File: src/rtl/tmwf_pkg.sv
// Shared types and constants for the trimmed mean weight filter.
package tmwf_pkg;

  localparam int SAMPLE_W = 24;
  localparam int WLEN_W   = 8;
  localparam int SCALE_W  = 34;
  localparam int WEIGHT_W = 42;
  localparam int USED_W   = 6;
  localparam int CIDX_W   = 2;
  localparam int MIN_WIN  = 5;
  localparam int TRIM_SH  = 2;   // quarter trim: n >> 2
  localparam int SCL_LO_W = 17;  // low part of scale in the first partial product

  localparam logic [CIDX_W-1:0] REG_WINDOW_LEN  = 2'd0;
  localparam logic [CIDX_W-1:0] REG_ZERO_OFFSET = 2'd1;
  localparam logic [CIDX_W-1:0] REG_SCALE_RECIP = 2'd2;

  typedef enum logic [3:0] {
    S_IDLE, S_LOAD, S_TAIL, S_SHIFT, S_DINIT, S_DIV, S_DIFF, S_MUL_LO, S_MUL_HI, S_DONE
  } tmwf_state_t;

  typedef struct packed {
    logic accept;
    logic issue;
    logic shift;
    logic div_init;
    logic div_step;
    logic diff;
    logic mul_lo;
    logic mul_hi;
    logic out_load;
  } tmwf_cmd_t;

  typedef struct packed {
    logic load_last;
    logic shift_last;
    logic div_last;
    logic out_busy;
  } tmwf_sts_t;

endpackage

File: src/rtl/tmwf_ctrl.sv
// Sequencer that steps the datapath through load, sort, sum, divide and scale.
module tmwf_ctrl
  import tmwf_pkg::*;
(
  input  logic        clk,
  input  logic        rst_n,
  input  logic        in_valid,
  output logic        in_stall,
  input  tmwf_sts_t   sts,
  output tmwf_cmd_t   cmd
);

  tmwf_state_t state_r, state_nxt;

  always_ff @(posedge clk) begin
    if (!rst_n) begin
      state_r <= S_IDLE;
    end else begin
      state_r <= state_nxt;
    end
  end

  always_comb begin
    state_nxt = state_r;
    case (state_r)
      S_IDLE:   if (in_valid) state_nxt = S_LOAD;
      S_LOAD:   if (sts.load_last) state_nxt = S_TAIL;
      S_TAIL:   state_nxt = S_SHIFT;
      S_SHIFT:  if (sts.shift_last) state_nxt = S_DINIT;
      S_DINIT:  state_nxt = S_DIV;
      S_DIV:    if (sts.div_last) state_nxt = S_DIFF;
      S_DIFF:   state_nxt = S_MUL_LO;
      S_MUL_LO: state_nxt = S_MUL_HI;
      S_MUL_HI: state_nxt = S_DONE;
      S_DONE:   if (!sts.out_busy) state_nxt = S_IDLE;
      default:  state_nxt = S_IDLE;
    endcase
  end

  always_comb begin
    cmd      = '0;
    in_stall = 1'b1;
    case (state_r)
      S_IDLE: begin
        in_stall   = 1'b0;
        cmd.accept = in_valid;
      end
      S_LOAD:   cmd.issue    = 1'b1;
      S_TAIL:   cmd          = '0;
      S_SHIFT:  cmd.shift    = 1'b1;
      S_DINIT:  cmd.div_init = 1'b1;
      S_DIV:    cmd.div_step = 1'b1;
      S_DIFF:   cmd.diff     = 1'b1;
      S_MUL_LO: cmd.mul_lo   = 1'b1;
      S_MUL_HI: cmd.mul_hi   = 1'b1;
      S_DONE:   cmd.out_load = !sts.out_busy;
      default:  cmd          = '0;
    endcase
  end

endmodule

File: config.mk
export PLATFORM = sky130hd
export DESIGN_NAME = tmwf_ctrl
export DESIGN_NICKNAME = d
export VERILOG_FILES = /design/src/rtl/tmwf_pkg.sv /design/src/rtl/tmwf_ctrl.sv
export SDC_FILE = /design/constraint.sdc
export NUM_CORES = 1
export LEC_CHECK = 0
export ABC_AREA = 1
export BUFFER_PORTS_ARGS = -buffer_cell sky130_fd_sc_hd__buf_2
export CAP_MARGIN = 15
export CORE_AREA = 2 2 39 41
export CTS_BUF_LIST = sky130_fd_sc_hd__clkbuf_8 sky130_fd_sc_hd__clkbuf_16
export CTS_CLUSTER_SIZE = 8
export DETAILED_ROUTE_END_ITERATION = 10
export DIE_AREA = 0 0 41 43
export GPL_TIMING_DRIVEN = 0
export PLACE_DENSITY = 0.48
export SLEW_MARGIN = 40
export SYNTH_ARGS = -nofsm -noshare
export SYNTH_HDL_FRONTEND = slang
export SYNTH_SLANG_ARGS = --single-unit
File: constraint.sdc
create_clock -name clk -period 1.2 [get_ports clk]
set_input_delay 0.12 -clock clk [delete_from_list [all_inputs] [get_ports clk]]
set_output_delay 0.12 -clock clk [all_outputs]
set_load 0.02 [all_outputs]
==> impl_metrics.py <==
metrics = {
    "power_and_ir_drop": {
        "power_density_mw_per_mm2": 2350,
        "p_total_mw": 1.49,
        "peakVddDrop_mv": 0.797,
        "p_leak_nw": 0.333,
    },
    "finish": {
        "fin_cells": 101,
        "top_register": "state_r",
        "largest_reg_flops": 4,
        "area_delta_synth_final_pct": 87.1,
        "final_nets": 94,
        "drive_gt1_frac": 0.635,
        "reg_top3": "state_r: 4 flops",
        "n_antenna_cell": 0,
    },
    "clock_tree": {
        "htreeDepth": 1,
        "cts_buffers": 3,
        "clk_latency_ns": 0.21,
        "clkTransAtPathRegs_ns": 0.03,
        "cts_tree": "yes",
        "cts_hold_buf": 0,
        "clock_path_buffers": 2,
        "root_buffer": "clkbuf_8",
        "clkSinkCount": 4,
    },
    "route": {
        "drcViolationCount": 0,
        "wl_per_cell_um": 9.36,
        "firstDrtPassIters": 3,
        "dr.first_iter.drc_count": 3,
        "vias": 447,
        "vias_per_cell": 4.43,
        "ant_nets": 0,
        "drt-total-wl_um": 945,
    },
    "global_routing": {
        "antenna_found_initial": 0,
        "grt_pass1_wl_um": 1520,
        "grtUsageTotal": 0.126,
        "first_global_vias": 401,
        "grt_overflow": 0,
        "grt_max_degree": 7,
    },
    "timing": {
        "clock_skew_ns": 0.0000613,
        "finalSetupTns_ns": -0.0498,
        "hold_slack_ns": 0.152,
        "fin_ws_ns": -0.0342,
        "fmax_mhz": 810,
        "tightest_slew_ns": 0.194,
        "min_period_over_period": 1.03,
        "finalMaxSlewViolations": 0,
        "finalWorstPathRequiredPeriod_ns": 1.23,
        "hold_viol": 0,
        "setup_violations": 4,
        "rsz0062_at_grt": "yes",
        "max_slew_margin": 0.870,
    },
    "min_path": {
        "hold_class": "input port to register",
        "hold_depth": 3,
        "min_to": "state_r[2]$_SDFFE_PN0P_",
        "min_from": "rst_n",
    },
    "setup_path": {
        "cp_slowest_cell": "dfxtp_4",
        "ff2ff_path_depth": 8,
        "cp.required_ns": 1.08,
        "path_buf_inv": 3,
        "endpoint_kind": "primary output",
        "crit_chain": "inv_4, nor2_4, inv_2, nor4_2, buf_4",
        "r2r_start": "state_r[0]$_SDFFE_PN0P_",
        "cp_data_arrival_time_ns": 1.11,
        "crit_type": "register to primary output",
        "startpoint_type": "register",
        "path_max_fanout": 5,
        "critical_path.top_delay_family": "flip-flops",
        "r2r_setup_slack_ns": 0.01,
        "slowest_delay_ns": 0.38,
        "rr_endpoint": "state_r[1]$_SDFFE_PN0P_",
    },
    "logic_synthesis": {
        "avgSynthCellArea_um2": 5.56,
        "synth_top_area_frac": 0.236,
        "synth.area.top_cells": "dfxtp_1 24%, nor2_1 15%, inv_1 14%",
        "synth_ff_type": "dfxtp_1",
        "synth_nets": 68,
        "async_reset_ff_frac": 0,
        "synth_most_common_cell": "nor2_1",
        "synth-edff-count": 0,
        "synth_warnings": 0,
        "synthesis.area_um2": 339,
        "yosysTopAreaCell": "dfxtp_1",
        "ys_types": 12,
        "seq_area_frac_synth": 0.236,
        "synth-seq-cells": 4,
        "synthCells": 61,
        "ys_top_cells_by_count": "14 x nor2_1, 13 x inv_1, 11 x nand2_1",
    },
    "floorplan": {
        "fp.dieArea_mm2": 0.00176,
        "row_count": 14,
        "io_pins": 17,
        "die_height_um": 43,
        "start_util": 0.245,
        "die_x_um": 41,
        "core_area_mm2": 0.00138,
    },
    "placed_design": {
        "portBuffers": 16,
        "placed_cells": 93,
        "gp_congestion": 0.781,
        "dp_hpwl_um": 716,
    },
    "status": {
        "status": "finished with violations",
        "violations": "negative setup slack",
    },
    "job": {
        "cap_violations": 0,
    },
}
-- layer usage --
metal	vias up	GRT usage	part of all wire
met5	-	0	0
met4	0	0.0400	0
met3	0	0.0471	0.054
met2	12	0.194	0.51
met1	199	0.154	0.43
li1	236	-	-
-- power breakdown --
| group | leakage (nW) | internal [mW] | switching [mW] |
|---|---|---|---|
| registers | 0.0353 | 0.200 | 0.0919 |
| clock network | 0.0216 | 0.213 | 0.0608 |
| logic | 0.276 | 0.401 | 0.522 |
-- worst register-to-register path, cell delays in order, from the launching register on --
cell and delay (ns):
dfxtp_4 0.38, inv_4 0.05, nor2_4 0.12, buf_4 0.14, nand3_2 0.08, nand2_2 0.12, inv_1 0.05, nand3_1 0.08
a21oi_1 0.07
-- cells by family (layout without fill, tap and decap cells) --
logic type | Yosys count | after routing | synth area share
and+or+nand+nor | 39 | 39 | 0.542
buffers and inverters | 14 | 38 | 0.155
AOI/OAI and AO/OA | 4 | 4 | 0.0664
DFF | 4 | 4 | 0.236
-- worst max-delay path by stage --
| stage | start | slack (ns) | endpoint | cells after the start |
|---|---|---|---|---|
| 4_1_cts | state_r[2]$_SDFFE_PN0P_ | -0.07 | cmd[7] | 4 |
| 3_3_place_gp | state_r[0]$_SDFFE_PN0P_ | 0.003 | state_r[1]$_SDFFE_PN0P_ | 7 |
| 5_1_grt | state_r[0]$_SDFFE_PN0P_ | -0.13 | cmd[0] | 5 |
| 6_report | state_r[0]$_SDFFE_PN0P_ | -0.03 | cmd[0] | 5 |
| 3_5_place_dp | state_r[0]$_SDFFE_PN0P_ | -0.01 | state_r[1]$_SDFFE_PN0P_ | 7 |
| 2_1_floorplan | state_r[0]$_SDFFE_PN0P_ | 0.04 | cmd[0] | 4 |
-- timing repair --
item	in CTS	in global routing
endpoints found under the setup margin	12	13
resized for setup	18	20
pin swaps	1	6
setup buffers	2	3
-- stage by stage --
| step | worst slack (ns) | util | instance area (um2) |
|---|---|---|---|
| final | -0.0342 | 0.458 | 634 |
| after global routing | -0.128 | 0.458 | 634 |
| after CTS | -0.0697 | 0.399 | 552 |
| after detailed placement | -0.0142 | 0.331 | 458 |
| after global placement | 0.00295 | 0.331 | 458 |
| after floorplan | 0.0386 | - | 358 |
-- area by class of cell --
cell class | count | area [um2]
Clock buffer | 3 | 41.3
Tap cell | 16 | 20.0
Multi-Input combinational cell | 43 | 278
Inverter | 14 | 55.1
Timing Repair Buffer | 21 | 148
Fill cell | 152 | 749
Sequential cell | 4 | 92.6
-- placed cells by master (no fill, tap or decap), types with 2 or more instances in the layout --
cell      count
inv_1         8
a21oi_1       3
nor2_1        8
nand2_1       7
nand2_2       4
clkbuf_8      3
inv_2         5
nand3_2       5
buf_4        12
nor2_4        5
nand3_1       3
dfxtp_4       3
buf_2         7
buf_6         2
nor2_2        4
(Power assumes the default switching activity.)
